$ cat config.mk
export PLATFORM = sky130hd
export DESIGN_NAME = scvc_integrator
export DESIGN_NICKNAME = d
export VERILOG_FILES = /design/src/design/scvc_pkg.sv /design/src/design/scvc_integrator.sv
export SDC_FILE = /design/constraint.sdc
export NUM_CORES = 1
export LEC_CHECK = 0
export ABC_AREA = 1
export BUFFER_PORTS_ARGS = -buffer_cell sky130_fd_sc_hd__buf_2
export CAP_MARGIN = 20
export CORE_UTILIZATION = 63
export CTS_BUF_LIST = sky130_fd_sc_hd__clkbuf_8
export DETAILED_ROUTE_END_ITERATION = 10
export PLACE_DENSITY = 0.84
export SKIP_CTS_REPAIR_TIMING = 1
export SLEW_MARGIN = 20
export SYNTH_ARGS = -nofsm -noshare
export SYNTH_HDL_FRONTEND = slang
export SYNTH_SLANG_ARGS = --single-unit
$ cat constraint.sdc
create_clock -name clk -period 12.9 [get_ports clk]
set_clock_uncertainty 0.05 [all_clocks]
set_input_delay 2.58 -clock clk [delete_from_list [all_inputs] [get_ports clk]]
set_output_delay 2.58 -clock clk [all_outputs]
set_load 0.005 [all_outputs]
$ cat src/design/scvc_pkg.sv
package scvc_pkg;

	// control modes
	localparam logic [1:0] MODE_CURRENT  = 2'd0;
	localparam logic [1:0] MODE_SPEED    = 2'd1;
	localparam logic [1:0] MODE_POSITION = 2'd2;

	// configuration register indexes
	localparam logic [2:0] REG_MODE  = 3'd0;
	localparam logic [2:0] REG_KP    = 3'd1;
	localparam logic [2:0] REG_KI    = 3'd2;
	localparam logic [2:0] REG_KV    = 3'd3;
	localparam logic [2:0] REG_KD    = 3'd4;
	localparam logic [2:0] REG_RATED = 3'd5;
	localparam logic [2:0] REG_LEAD  = 3'd6;

	localparam logic [14:0] RATED_RESET = 15'd3000;
	localparam logic [15:0] LEAD_RESET  = 16'd256;

	// error clamp limits
	localparam logic [24:0] SPEED_ERR_LIMIT = 25'd1048576;
	localparam logic [24:0] POS_ERR_LIMIT   = 25'd3200;
	localparam logic [24:0] VEL_ERR_LIMIT   = 25'd4000;

	// control handed to the integrator stage
	typedef struct packed {
		logic       adv;
		logic       vld;
		logic       clr;
		logic [1:0] mode;
	} scvc_int_ctl_t;

	// symmetric saturation to +-lim
	function automatic logic signed [42:0] sat_sym(input logic signed [42:0] x,
		input logic [24:0] lim);
		logic signed [42:0] hi;
		hi = signed'(43'(lim));
		if (x > hi) begin
			return hi;
		end else if (x < -hi) begin
			return -hi;
		end
		return x;
	endfunction

endpackage

$ cat src/design/scvc_integrator.sv
module scvc_integrator import scvc_pkg::*; (
	input  logic                 clk,
	input  logic                 arst_n,
	input  scvc_int_ctl_t        ctl,
	input  logic [14:0]          rated,
	input  logic signed [39:0]   incr,
	output logic signed [26:0]   acc_next
);

	logic [9:0]         spd_res_q;
	logic signed [26:0] spd_acc_q;
	logic [6:0]         pos_res_q;
	logic signed [26:0] pos_acc_q;

	logic [9:0]         res_sel;
	logic signed [26:0] acc_sel;
	logic signed [40:0] frac;
	logic signed [33:0] whole;
	logic signed [34:0] acc_sum;
	logic               is_speed;

	assign is_speed = (ctl.mode == MODE_SPEED);

	always_comb begin
		// clear flag acts before this tick's update
		if (ctl.clr) begin
			res_sel = '0;
			acc_sel = '0;
		end else if (is_speed) begin
			res_sel = spd_res_q;
			acc_sel = spd_acc_q;
		end else begin
			res_sel = {3'b000, pos_res_q};
			acc_sel = pos_acc_q;
		end
		frac = 41'(incr) + 41'(signed'({1'b0, res_sel}));
		if (is_speed) begin
			whole = 34'(signed'(frac[40:10]));
		end else begin
			whole = signed'(frac[40:7]);
		end
		acc_sum  = 35'(acc_sel) + 35'(whole);
		acc_next = 27'(sat_sym(43'(acc_sum), {rated, 10'b0}));
	end

	always_ff @(posedge clk or negedge arst_n) begin
		if (!arst_n) begin
			spd_res_q <= '0;
			spd_acc_q <= '0;
			pos_res_q <= '0;
			pos_acc_q <= '0;
		end else if (ctl.adv && ctl.vld) begin
			if (ctl.mode == MODE_SPEED) begin
				spd_res_q <= frac[9:0];
				spd_acc_q <= acc_next;
			end else if (ctl.clr) begin
				spd_res_q <= '0;
				spd_acc_q <= '0;
			end
			if (ctl.mode == MODE_POSITION) begin
				pos_res_q <= frac[6:0];
				pos_acc_q <= acc_next;
			end else if (ctl.clr) begin
				pos_res_q <= '0;
				pos_acc_q <= '0;
			end
		end
	end

endmodule

## After elaboration in Yosys (flattened, before gate mapping)

Cells that the tools add are included.

| cells by class | value |
|---|---|
| $add $sub $neg | 3 |
| $lt $le $gt $ge | 2 |
| equality and inequality tests | 2 |
| multiplexer cells | 17 |
| reduce and logical (&&, ||, !) cells | 5 |

Operators by type and width:

| cell | number |
|---|---|
| $mux 27 | 8 |
| $lt 35x43->1 | 1 |
| $neg 25->43 | 1 |
| $add 40x11->41 | 1 |
| $mux 10 | 4 |
| $add 27x34->35 | 1 |
| $gt 35x26->1 | 1 |
| $mux 33 | 1 |
| $mux 7 | 2 |
| $reduce_and 2->1 | 2 |
| $reduce_bool 2->1 | 2 |
| $eq 2x1->1 const B | 1 |
| $eq 2x2->1 const B | 1 |
| $mux 1 | 2 |
| $logic_and 1x1->1 | 1 |

| storage, ports and cells | value |
|---|---|
| register bits after elaboration | 71 |
| input bits | 62 |
| output and inout bits | 27 |
| logic and storage cells | 33 |

## Depth between registers and ports, before layout

Gate-level depths: netlist (run 1).

| logic depth | value |
|---|---|
| depth after elaboration | 11 |
| mapped depth | 52 |
| depth with buffers taken out | 50 |

## Least setup slack after synthesis (run 1)

Ideal clock, no wire load.

| timing path | value |
|---|---|
| path type | input port to output port |
| from | input port ctl[0] in the netlist's numbering |
| to | output port acc_next[25] |
| arrival | 8.702 ns |
| data required time | 10.270 ns |
| slack | 1.568 ns |
| cell stages on the path | 47 |
| buffers on the path | 3 |
| cells stage by stage | inv_1 > nor2_1 > clkbuf_1 > clkbuf_1 > a21oi_1 > ha_1 > nand2_1 > nor2_1 > a211oi_1 > o21ai_0 > a21boi_0 > inv_1 > a21oi_1 > xor2_1 > o21ai_0 > inv_1 > fa_1 > inv_1 > [... 11 more ...] > ha_1 > nand2_1 > inv_1 > nand4_1 > nor2_1 > nand2_1 > nor2_1 > nand3_1 > nor2_1 > nand2_1 > nor2_1 > nand2_1 > nand2_1 > nand4_2 > nand2_4 > buf_2 > nand4_1 > and2_1 |

| between the ends | value |
|---|---|
| longest elaborated chain between the ends | 10 |
| elaborated cells on any way between the ends | 14 |
| those cells by class | add/sub (2); order compare (2); eq/ne (1); mux (9) |

Ends and longest elaborated chain:

| element | RTL line | source |
|---|---|---|
| start: declaration | scvc_integrator.sv:4 | `input scvc_int_ctl_t ctl,` |
| $eq 2x1->1 (*) | scvc_integrator.sv:22 | `assign is_speed = (ctl.mode == MODE_SPEED);` |
| $mux 10 | scvc_integrator.sv:29 | `end else if (is_speed) begin` |
| $mux 10 | scvc_integrator.sv:26 | `if (ctl.clr) begin` |
| $add 40x11->41 | scvc_integrator.sv:36 | `frac = 41'(incr) + 41'(signed'({1'b0, res_sel}));` |
| $mux 33 | scvc_integrator.sv:37 | `if (is_speed) begin` |
| $add 27x34->35 (*) | scvc_integrator.sv:42 | `acc_sum = 35'(acc_sel) + 35'(whole);` |
| $lt 35x43->1 | scvc_pkg.sv:40 | `end else if (x < -hi) begin` |
| $mux 1 | scvc_pkg.sv:40 |  |
| $mux 1 | scvc_pkg.sv:38 | `if (x > hi) begin` |
| $mux 27 (*) | scvc_pkg.sv:43 | `return x;` |
| end: declaration | scvc_integrator.sv:7 | `output logic signed [26:0] acc_next` |

Every way passes the cells marked *; elsewhere a longest branch is shown, timed or not.

## Worst setup path in the final report (run 1)

| timing path | value |
|---|---|
| from | input port ctl[1] in the netlist's numbering |
| to | output port acc_next[26] |

The elaborated chain is that of the path after synthesis.

==> metrics.md, run 1 <==
| Metric | Value |
|---|---|
| Status | `complete, no violations` |
| Slowest stage delay, CP | `0.43 ns` |
| Total wire length | `27.8 mm` |
| Worst-margin pin slew | `0.949 ns` |
| Final setup TNS | `0 ns` |
| Non-filler instance count after layout | `1756` |
| Crit Path Class | `primary input to output pin` |
| Cell variety after synth | `48` |
| Clock slew at reported path FFs | `0.09 ns` |
| # DRC | `0` |
| Dominant cells by area after synthesis | `nand2_1, dfrtp_1, ha_1, inv_1, nor2_1` |
| Total Power | `1.01 mW` |
| Min Tclk post-route | `12.17 ns` |
| Starting Density | `65.0%` |
| Antenna violations before repair | `0` |
| Initial DRC count | `965` |
| Max Clk Rate | `82.1 MHz` |
| Cell Rows | `43` |
| Max-cap violations | `0` |
| Yosys warns | `0` |
| Post-synth top area cell | `nand2_1` |
| Clk buf depth | `2` |
| Root buf cell | `clkbuf_8` |
| Final Slew Violations | `0` |
| CP max FO | `15` |
| Synth top cells by count | `nand2_1, inv_1, nor2_1` |
| Ports | `89` |
| Post-synth EDFFs | `0` |
| Final Setup Violations | `0` |
| Hold Fails Final Rpt | `0` |
| Hold path endpoint | `pos_acc_q[19]$_DFFE_PN0P_` |
| Part of the power in registers | `27.1%` |
| Gr usage total | `37.9%` |
| Dpl cell area | `9630 um^2` |
| CTS Buf Count | `9` |
| R2R setup slack | `5.84 ns` |
| Ys async rst share | `100%` |
| Full die area | `14900 um^2` |
| Largest net degree at the start of global routing | `72` |
| Design area | `9880 um^2` |
| RSZ-0062 raised after global routing | `false` |
| Reg2Reg Launch Point | `pos_res_q[2]$_DFFE_PN0P_` |
| Critical path arrival | `9.54 ns` |
| Hold Path Origin | `pos_acc_q[19]$_DFFE_PN0P_` |
| Logic pwr share | `54.8%` |
| Peak VDD IR | `74.5 uV` |
| Layout Area Growth over Synthesis | `9.02%` |
| Core Area | `13900 um^2` |
| CTS sink cnt | `71` |
| H-Tree Depth | `3` |
| Fill cells | `1345` |
| Clock power frac | `18.1%` |
| P per Cell Area | `102 nW/um^2` |
| Worst hold path class | `register to register` |
| Critical R2R Capture | `pos_acc_q[13]$_DFFE_PN0P_` |
| Crit path launch type | `primary input` |
| Area share of the largest cell type after synthesis | `19.8%` |
| Slew HR | `36.7%` |
| Synth Instances | `1498` |
| 1st-pass router iterations | `6` |
| Switching part of the total | `47.2%` |
| Post-synth net total | `1646` |
| ANT cells | `0` |
| Delay-heaviest family, CP | `simple AND/OR/NAND/NOR gates` |
| Top_reg_cell synth | `dfrtp_1` |
| Most common cell in the netlist | `nand2_1` |
| Register bit total from synthesis | `71` |
| Mapped cell area | `9060 um^2` |
| Avg Cell Area, Syn | `6.05 um^2` |
| Buf/Inv on CP | `7` |
| Internal power | `532 uW` |
| Switch Pwr | `475 uW` |
| Share of layout cells above drive strength 1 | `9.39%` |
| Reg2Reg Depth | `38` |
| Final worst path period share | `94.4%` |
| DIE HEIGHT | `122 um` |
| Inst Count DP | `1737` |
| Hold depth | `2` |
| Placer Congestion | `1.01` |
| Avg WL per Cell | `15.8 um` |
| Post-route ant nets | `0` |
| Leak pwr | `5.71 nW` |
| Via density | `5.78` |
| DPL Wire Length | `22.0 mm` |
| Worst skew pair latency | `0.38 ns` |
| Port Buffers | `88` |
| Seq/Total Area, Yosys | `19.6%` |
| Crit path required time | `10.27 ns` |
| CP max stage cell | `xnor2_1` |
| Final nets | `1720` |
| Die X | `122 um` |
| Vias in the first global route | `8939` |
| Crit-path most repeated cell | `nand2_1` |
| Congestion Overflow GR | `0` |
| Routed via count | `10200` |
| First-pass GRT wire length | `43.8 mm` |
| TritonCTS clock tree | `yes` |
| Crit end category | `output pin` |
[through the flow]
step / setup slack, ns / hold WS (ns) / util [%]
after global routing: 0.0414 / 0.454 / 70.9
after detailed placement: 0.576 / 0.416 / 69.1
final: 0.727 / 0.437 / 70.9
after global placement: 0.788 / 0.406 / 69.1
after CTS: 0.593 / 0.436 / 70.4
after floorplan: 1.57 / 0.394 / -
[worst max path at each step]
stage / from / end / slack, ns / cells past startpoint
5_1_grt: ctl[0] / acc_next[17] / 0.04 / 50
4_1_cts: ctl[0] / acc_next[1] / 0.59 / 46
3_3_place_gp: ctl[0] / acc_next[24] / 0.79 / 45
3_5_place_dp: ctl[0] / acc_next[1] / 0.58 / 44
2_1_floorplan: ctl[0] / acc_next[25] / 1.57 / 47
6_report: ctl[1] / acc_next[26] / 0.73 / 42
[state kept, by name, summed over array words and instances, names as in the netlist]
signal     flops
spd_res_q     10
spd_acc_q     27
pos_res_q      7
pos_acc_q     27
[cells in the final DEF (no fill, tap or decap), types with 4 or more instances in the layout]
cell,count
nand2_2,4
o22ai_1,8
nor2_4,6
a31oi_1,6
nand3_1,108
buf_2,88
xnor2_1,14
xor2_1,45
inv_2,4
inv_1,189
dfrtp_1,71
nor2_1,151
o21ai_0,81
o21bai_1,8
nand4_1,39
nor2_2,5
a21o_1,7
buf_4,9
nor4_1,8
o21ai_1,6
nor3_1,23
ha_1,84
a21oi_1,60
clkbuf_8,9
and2_1,17
nand2_1,478
nand3b_1,4
[worst register-to-register path: cells and delay by family (launching register included)]
family                   cells  cell delay, ns
AND/OR/NAND/NOR             22            2.75
AO/OA/AOI/OAI               10            2.17
adder cells (fa/ha/maj)      3            0.90
XOR/XNOR                     2            0.63
flip-flops                   1            0.38
buffers and inverters        1            0.12
[power by group through the flow]
| stage | clock network [mW] | registers [mW] | logic, mW |
|---|---|---|---|
| floorplan | 0 | 0.271 | 0.379 |
| global placement | 0 | 0.274 | 0.518 |
| detailed placement | 0 | 0.276 | 0.527 |
| CTS | 0.180 | 0.272 | 0.529 |
| global route | 0.187 | 0.276 | 0.617 |
| finish | 0.182 | 0.273 | 0.552 |
[cell families after synthesis]
kind of cell,Yosys count,share of synthesized area [%]
AND/OR/NAND/NOR,857,40.8
buffers and inverters,232,9.99
AO/OA/AOI/OAI,192,11.7
adder cells (fa/ha/maj),86,12.0
flip-flops,71,19.6
XOR/XNOR,59,5.70
multiplexers,1,0.111
[area by class of cell]
class	count	area, um^2	share of cell area, %
Clock buffer	9	124	1.25
Clock inverter	6	62.6	0.633
Inverter	194	728	7.37
Multi-Input combinational cell	1197	6430	65.1
Sequential cell	71	1780	18.0
Tap cell	180	225	2.28
Timing Repair Buffer	99	531	5.37
[metal layers]
| layer | wire, um | vias to the layer above | track usage (%) |
|---|---|---|---|
| li1 | - | 5001 | - |
| met1 | 12500 | 4631 | 53.3 |
| met2 | 12100 | 461 | 58.8 |
| met3 | 2440 | 57 | 5.62 |
| met4 | 787 | 0 | 13.2 |
| met5 | 0 | - | 0 |
No activity file was read; power rests on OpenSTA's default activity.
==> inputs of run 2 (changes only) <==
- CORE_ASPECT_RATIO: not set -> 0.5
- CORE_UTILIZATION: 63 -> 35
- PLACE_DENSITY: 0.84 -> not set
==> run 2 against run 1 <==
Compared with the run above:
- cell count grew 9.7%
- first-iteration DRC count fell by 24%
- core utilization decreased by 30 points
- non-clock buffer count increased by 5
- final area increased by 3.5%
- sequential power is essentially flat
- routed wire length increased by 13%
- global-route usage fell by 14 points
- combinational power rose by 3.6%
- clock-buffer cell count did not move
==> metrics.md, run 2 (synthesis gave the netlist of run 1 again) <==
| Metric | Value |
|---|---|
| Status | `complete, no violations` |
| Switching part of the total | `47.0% (-0.18 points)` |
| Root buf cell | `clkbuf_8` |
| Non-filler instance count after layout | `1926 (+9.7%)` |
| RSZ-0062 raised after global routing | `false` |
| Largest net degree at the start of global routing | `72 (unchanged)` |
| Worst-margin pin slew | `0.999 ns (+0.0496 ns)` |
| TritonCTS clock tree | `yes` |
| ANT cells | `0 (unchanged)` |
| Part of the power in registers | `25.7% (-1.4 points)` |
| Slew HR | `33.4% (-3.3 points)` |
| Via density | `5.09 (-12%)` |
| P per Cell Area | `103 nW/um^2 (+1.4%)` |
| Leak pwr | `5.77 nW (+1.0%)` |
| Final Slew Violations | `0 (unchanged)` |
| Total wire length | `31.4 mm (+13%)` |
| Post-route setup slack | `0.752 ns (+0.0255 ns)` |
| Final worst path period share | `94.2% (-0.20 points)` |
| Peak VDD IR | `52.5 uV (-30%)` |
| Die X | `230 um (+88%)` |
| Routed via count | `9801 (-3.4%)` |
| Inst Count DP | `1903 (+9.6%)` |
| Most common cell after layout, fill and taps aside | `nand2_1` |
| Gr usage total | `23.9% (-14 points)` |
| DPL Wire Length | `24.8 mm (+12%)` |
| Hold Fails Final Rpt | `0 (unchanged)` |
| Port Buffers | `88 (unchanged)` |
| Cell Rows | `41 (-4.7%)` |
| Layout Area Growth over Synthesis | `12.8%` |
| Max Clk Rate | `82.3 MHz (+0.21%)` |
| First-pass GRT wire length | `49.2 mm (+12%)` |
| Crit-path most repeated cell | `nand2_1` |
| Min Tclk post-route | `12.15 ns (-0.0255 ns)` |
| Starting Density | `35.8% (-29 points)` |
| Clock slew at reported path FFs | `0.08 ns (about the same)` |
| Slowest stage delay, CP | `0.42 ns (about the same)` |
| Avg WL per Cell | `16.3 um (+3.0%)` |
| # DRC | `0 (unchanged)` |
| Crit path launch type | `primary input` |
| CTS Buf Count | `9 (unchanged)` |
| DIE HEIGHT | `116 um (-5.0%)` |
| H-Tree Depth | `3 (unchanged)` |
| Worst hold path class | `register to register` |
| Core Area | `25300 um^2 (+81%)` |
| Final Setup Violations | `0 (unchanged)` |
| Ports | `89 (unchanged)` |
| Clock power frac | `20.2% (+2.1 points)` |
| Final nets | `1725 (+0.29%)` |
| Largest regs | `pos_acc_q: 27 flops, spd_acc_q: 27 flops, spd_res_q: 10 flops` |
| Post-route ant nets | `0 (unchanged)` |
| Total Power | `1.06 mW (+4.9%)` |
| Initial DRC count | `738 (-24%)` |
| Antenna violations before repair | `0 (unchanged)` |
| Max-cap violations | `0 (unchanged)` |
| CP max stage cell | `fa_1` |
| 1st-pass router iterations | `6 (unchanged)` |
| Switch Pwr | `496 uW (+4.5%)` |
| Final setup TNS | `0 ns (unchanged)` |
| Vias in the first global route | `9161 (+2.5%)` |
| Internal power | `560 uW (+5.3%)` |
| CP max FO | `17 (+2)` |
| CTS sink cnt | `71 (unchanged)` |
| DP Worst Slack | `0.268 ns (-0.309 ns)` |
| Critical path arrival | `9.52 ns (-0.02 ns)` |
| Clk buf depth | `2 (unchanged)` |
| Crit path required time | `10.27 ns (about the same)` |
| Crit Path Class | `primary input to output pin` |
| Full die area | `26600 um^2 (+79%)` |
| Worst skew pair latency | `0.40 ns (+0.02 ns)` |
| Logic pwr share | `54.1% (-0.7 points)` |
| Commonest non-fill, non-tap cells in the layout | `nand2_1, inv_1, nor2_1, nand3_1, buf_2` |
| Crit end category | `output pin` |
| Placer Congestion | `0.997 (-1.6%)` |
| Share of layout cells above drive strength 1 | `9.99% (+0.60 points)` |
| Congestion Overflow GR | `0 (unchanged)` |
run 2: power groups by stage:
| stage | clock network, mW | registers, mW | logic (mW) |
|---|---|---|---|
| floorplan | 0 | 0.271 | 0.379 |
| global placement | 0 | 0.275 | 0.545 |
| detailed placement | 0 | 0.275 | 0.544 |
| CTS | 0.216 | 0.271 | 0.547 |
| global route | 0.225 | 0.275 | 0.640 |
| finish | 0.213 | 0.271 | 0.572 |
run 2: final cells by class:
cell class | instances | area [um^2]
clock buffer | 9 | 124
clock inverter | 7 | 96.3
fill | 2765 | 15100
inverter | 194 | 728
multi-input combinational | 1197 | 6470
sequential | 71 | 1780
tap | 344 | 430
timing repair buffer | 104 | 593
run 2: per-layer routing:
metal	part of all wire, %	GRT usage (%)	vias to the layer above
met5	0.20	1.74	-
met3	7.6	5.02	27
met4	1.4	5.47	2
met1	48	33.4	4461
li1	-	-	5012
met2	43	37.5	299
run 2: worst paths after layout:
kind,start,endpoint,slack (ns),depth (start not counted)
setup / recovery,ctl[2],acc_next[23],0.75,47
setup reg to reg,pos_res_q[0]$_DFFE_PN0P_,spd_acc_q[1]$_DFFE_PN0P_,5.88,44
hold reg to reg,pos_acc_q[18]$_DFFE_PN0P_,pos_acc_q[18]$_DFFE_PN0P_,0.43,2
max in group asynchronous,arst_n,pos_acc_q[18]$_DFFE_PN0P_,9.77,2
hold / removal,pos_acc_q[18]$_DFFE_PN0P_,pos_acc_q[18]$_DFFE_PN0P_,0.43,2
min in group asynchronous,arst_n,spd_acc_q[3]$_DFFE_PN0P_,2.38,2
run 2: stage by stage:
stage	util [%]	cell area (um^2)	hold slack, ns
after global routing	40.4	10200	0.443
after CTS	39.8	10100	0.431
after global placement	38.9	9850	0.408
after detailed placement	38.9	9850	0.410
after floorplan	-	9060	0.394
final	40.4	10200	0.428
run 2: worst max-delay path: cells and delay by family:
family	cells	cell delay, ns
AND/OR/NAND/NOR	27	3.05
AO/OA/AOI/OAI	8	1.32
adder cells (fa/ha/maj)	4	1.14
buffers and inverters	6	0.86
XOR/XNOR	2	0.55
==> inputs of run 3 (changes only) <==
- ABC_AREA: 1 -> 0
==> run 3 against run 2 <==
Compared with the run above:
- the flow now finishes with violations (design-rule violations)
- hold slack better by 0.0055 ns
- worst setup slack worse by 0.69 ns
- register-to-register slack worse by 1.4 ns
- non-clock buffer count up 152
- synthesized cell count down 26%
- synthesized area down 5.1%
- clock-buffer cell count unchanged
- critical path type unchanged
- critical endpoint is now acc_next[10]
==> metrics.md, run 3 <==
| Metric | Value |
|---|---|
| 1st-pass router iterations | `10 (+4)` |
| Cell Rows | `40 (-2.4%)` |
| Critical R2R Capture | `pos_acc_q[18]$_DFFE_PN0P_` |
| Synth top cells by count | `nand2_1, a21oi_1, ha_1` |
| Largest regs | `pos_acc_q: 27 flops, spd_acc_q: 27 flops, spd_res_q: 10 flops` |
| Met1 Routed Length | `13.5 mm (-10%)` |
| Final worst path period share | `99.5% (+5.3 points)` |
| Clock slew at reported path FFs | `0.09 ns (about the same)` |
| Vias in the first global route | `9017 (-1.6%)` |
| Port Buffers | `88 (unchanged)` |
| DIE HEIGHT | `113 um (-2.6%)` |
| Max Clk Rate | `77.9 MHz (-5.4%)` |
| Full die area | `25200 um^2 (-5.1%)` |
| CP max stage cell | `or4_4` |
| Worst-margin pin slew | `1.14 ns (+0.144 ns)` |
| Ys async rst share | `100% (unchanged)` |
| R2R setup slack | `4.48 ns (-1.40 ns)` |
| # DRC | `1 (+1)` |
| ANT cells | `0 (unchanged)` |
| Internal power | `657 uW (+17%)` |
| TritonCTS clock tree | `yes` |
| Avg WL per Cell | `18.6 um (+14%)` |
| Worst hold path class | `register to register` |
| WL met2 | `14.3 mm (+6.2%)` |
| Multi-input logic area | `6840 um^2 (+5.7%)` |
| Post-synth net total | `1260 (-23%)` |
| Logic pwr share | `58.9% (+4.8 points)` |
| Post-synth top area cell | `dfrtp_1` |
| Crit end category | `output pin` |
| H-Tree Depth | `3 (unchanged)` |
| Top_reg_cell synth | `dfrtp_1` |
| Commonest non-fill, non-tap cells in the layout | `nand2_1, buf_4, a21oi_1, buf_2, ha_1` |
| Root buf cell | `clkbuf_8` |
| Final Setup Violations | `0 (unchanged)` |
| Post-route setup slack | `0.0652 ns (-0.687 ns)` |
| Dominant cells by area after synthesis | `dfrtp_1, ha_1, nand2_1, a21oi_1, xnor2_1` |
| Leak pwr | `5.21 nW (-9.8%)` |
| Switch Pwr | `481 uW (-3.1%)` |
| Slew HR | `23.5% (-9.9 points)` |
| Congestion Overflow GR | `0 (unchanged)` |
| CTS Buf Count | `9 (unchanged)` |
| Critical path arrival | `10.20 ns (+0.68 ns)` |
| Max-cap violations | `0 (unchanged)` |
| Reg2Reg Launch Point | `spd_res_q[1]$_DFFE_PN0P_` |
| Post-route ant nets | `0 (unchanged)` |
| Area share of the largest cell type after synthesis | `20.7% (+0.87 points)` |
| Synth Instances | `1112 (-26%)` |
| Crit Path Class | `primary input to output pin` |
| Status | `finished with violations` |
| Hold Path Origin | `spd_acc_q[7]$_DFFE_PN0P_` |
| Met3 Routed Length | `1.76 mm (-26%)` |
| Hold Fails Final Rpt | `0 (unchanged)` |
| Placer Congestion | `0.948 (-4.9%)` |
| Largest net degree at the start of global routing | `72 (unchanged)` |
| Part of the power in registers | `23.9% (-1.8 points)` |
| Layout Area Growth over Synthesis | `30.8%` |
| Peak VDD IR | `51.5 uV (-1.7%)` |
| DPL Wire Length | `22.7 mm (-8.4%)` |
| Antenna violations before repair | `0 (unchanged)` |
| Hold depth | `2 (unchanged)` |
| CTS sink cnt | `71 (unchanged)` |
| Most common cell after layout, fill and taps aside | `nand2_1` |
| Final nets | `1470 (-15%)` |
| Total wire length | `30.5 mm (-2.7%)` |
| RSZ-0062 raised after global routing | `true` |
| Clk buf depth | `2 (unchanged)` |
| First-pass GRT wire length | `46.4 mm (-5.6%)` |
| Yosys warns | `0 (unchanged)` |
| Switching part of the total | `42.2% (-4.8 points)` |
| Post-synth EDFFs | `0 (unchanged)` |
| Slowest stage delay, CP | `0.61 ns (+0.19 ns)` |
| Via density | `5.69 (+12%)` |
| Share of layout cells above drive strength 1 | `28.6% (+19 points)` |
| Final setup TNS | `0 ns (unchanged)` |
| Reg2Reg Depth | `38 (-14%)` |
| Failing checks | `design-rule violations` |
| Clock power frac | `17.2% (-3.0 points)` |
| Mapped cell area | `8590 um^2 (-5.1%)` |
| Register bit total from synthesis | `71 (unchanged)` |
| Gr usage total | `23.1% (-0.84 points)` |
| Avg Cell Area, Syn | `7.73 um^2 (+28%)` |
| CP max FO | `10 (-7)` |
| Min Tclk post-route | `12.83 ns (+0.687 ns)` |
| Max Used Layer | `met4` |
| Worst skew pair latency | `0.36 ns (-0.04 ns)` |
| Ports | `89 (unchanged)` |
| Crit-path most repeated cell | `o21ai_1` |
| Starting Density | `35.8% (-0.048 points)` |
| Routed via count | `9346 (-4.6%)` |
| Core Area | `24000 um^2 (-5.0%)` |
| Most common cell in the netlist | `nand2_1` |
| DP Worst Slack | `-0.688 ns (-0.956 ns)` |
| Register Area | `1780 um^2 (unchanged)` |
| Final Slew Violations | `0 (unchanged)` |
| Initial DRC count | `844 (+14%)` |
| Cell variety after synth | `81 (+69%)` |
| Die X | `224 um (-2.6%)` |
| Crit path launch type | `primary input` |
| Seq/Total Area, Yosys | `20.7% (+1.1 points)` |
| P per Cell Area | `101 nW/um^2 (-2.0%)` |
| Hold path endpoint | `spd_acc_q[7]$_DFFE_PN0P_` |
| Fill cells | `2361 (-15%)` |
| Crit path required time | `10.27 ns (about the same)` |
| Dpl cell area | `10300 um^2 (+5.0%)` |
| Design area | `11200 um^2 (+10%)` |
## run 3: cell count changes in the layout (fill, tap and decap cells not counted), moves of 22 or more
cell	delta
nand2_1	-318
a21oi_1	+38
nand4_1	-25
inv_1	-148
nand3_1	-86
xor2_1	-22
xnor2_1	+34
buf_4	+142
mux2i_1	+37
o21ai_0	-41
nor2_1	-86
## run 3: power by group through the flow
stage	registers, mW	logic, mW	clock network, mW
2_1_floorplan	0.271	0.348	0
5_1_grt	0.276	0.727	0.208
6_report	0.272	0.671	0.196
4_1_cts	0.271	0.601	0.197
3_3_place_gp	0.274	0.589	0
3_5_place_dp	0.275	0.597	0
## run 3: cell type report
type / instances / share of cell area, %
clock buffers: 9 / 1.10
inverters: 45 / 1.53
repair buffers: 256 / 16.4
clock inverters: 7 / 0.790
multi-input cells: 939 / 60.9
well taps: 315 / 3.51
flip-flops and latches: 71 / 15.8
## run 3: critical path, delay by kind of cell
| family | cells | cell delay, ns |
|---|---|---|
| simple gates | 13 | 2.59 |
| mux | 2 | 0.21 |
| fa+ha+maj | 3 | 1.10 |
| compound gates | 13 | 2.46 |
| buf+inv | 6 | 0.90 |
| xor+xnor | 2 | 0.35 |
## run 3: worst max-delay path by stage
stage / start / to / slack, ns / depth (start not counted)
after detailed placement: ctl[0] / acc_next[10] / -0.69 / 42
after global placement: ctl[0] / acc_next[10] / -0.48 / 42
after global routing: ctl[0] / acc_next[11] / -0.20 / 40
after CTS: ctl[0] / acc_next[10] / -0.73 / 42
final: ctl[0] / acc_next[10] / 0.07 / 39
after floorplan: ctl[0] / acc_next[10] / 0.25 / 42
## run 3: stage by stage
step / hold WS, ns / power (mW) / utilization [%] / std cells
after detailed placement: 0.416 / 0.872 / 43.0 / 1607
after floorplan: 0.398 / 0.618 / - / 1112
after global placement: 0.411 / 0.863 / 43.0 / 1607
after global routing: 0.463 / 1.21 / 46.8 / 1642
final: 0.433 / 1.14 / 46.8 / 1642
after CTS: 0.434 / 1.07 / 43.9 / 1623
## run 3: logic make-up after synthesis
kind of cell             synth area share, %
AND/OR/NAND/NOR                         21.8
AO/OA/AOI/OAI                           26.8
buffers and inverters                   5.01
adder cells (fa/ha/maj)                 12.7
XOR/XNOR                                8.24
flip-flops                              20.7
multiplexers                            4.73
## run 3: metal layers
layer	up-vias	GRT usage [%]
li1	4477	-
met1	4486	30.4
met2	326	39.1
met3	57	2.83
met4	0	8.13
met5	-	0
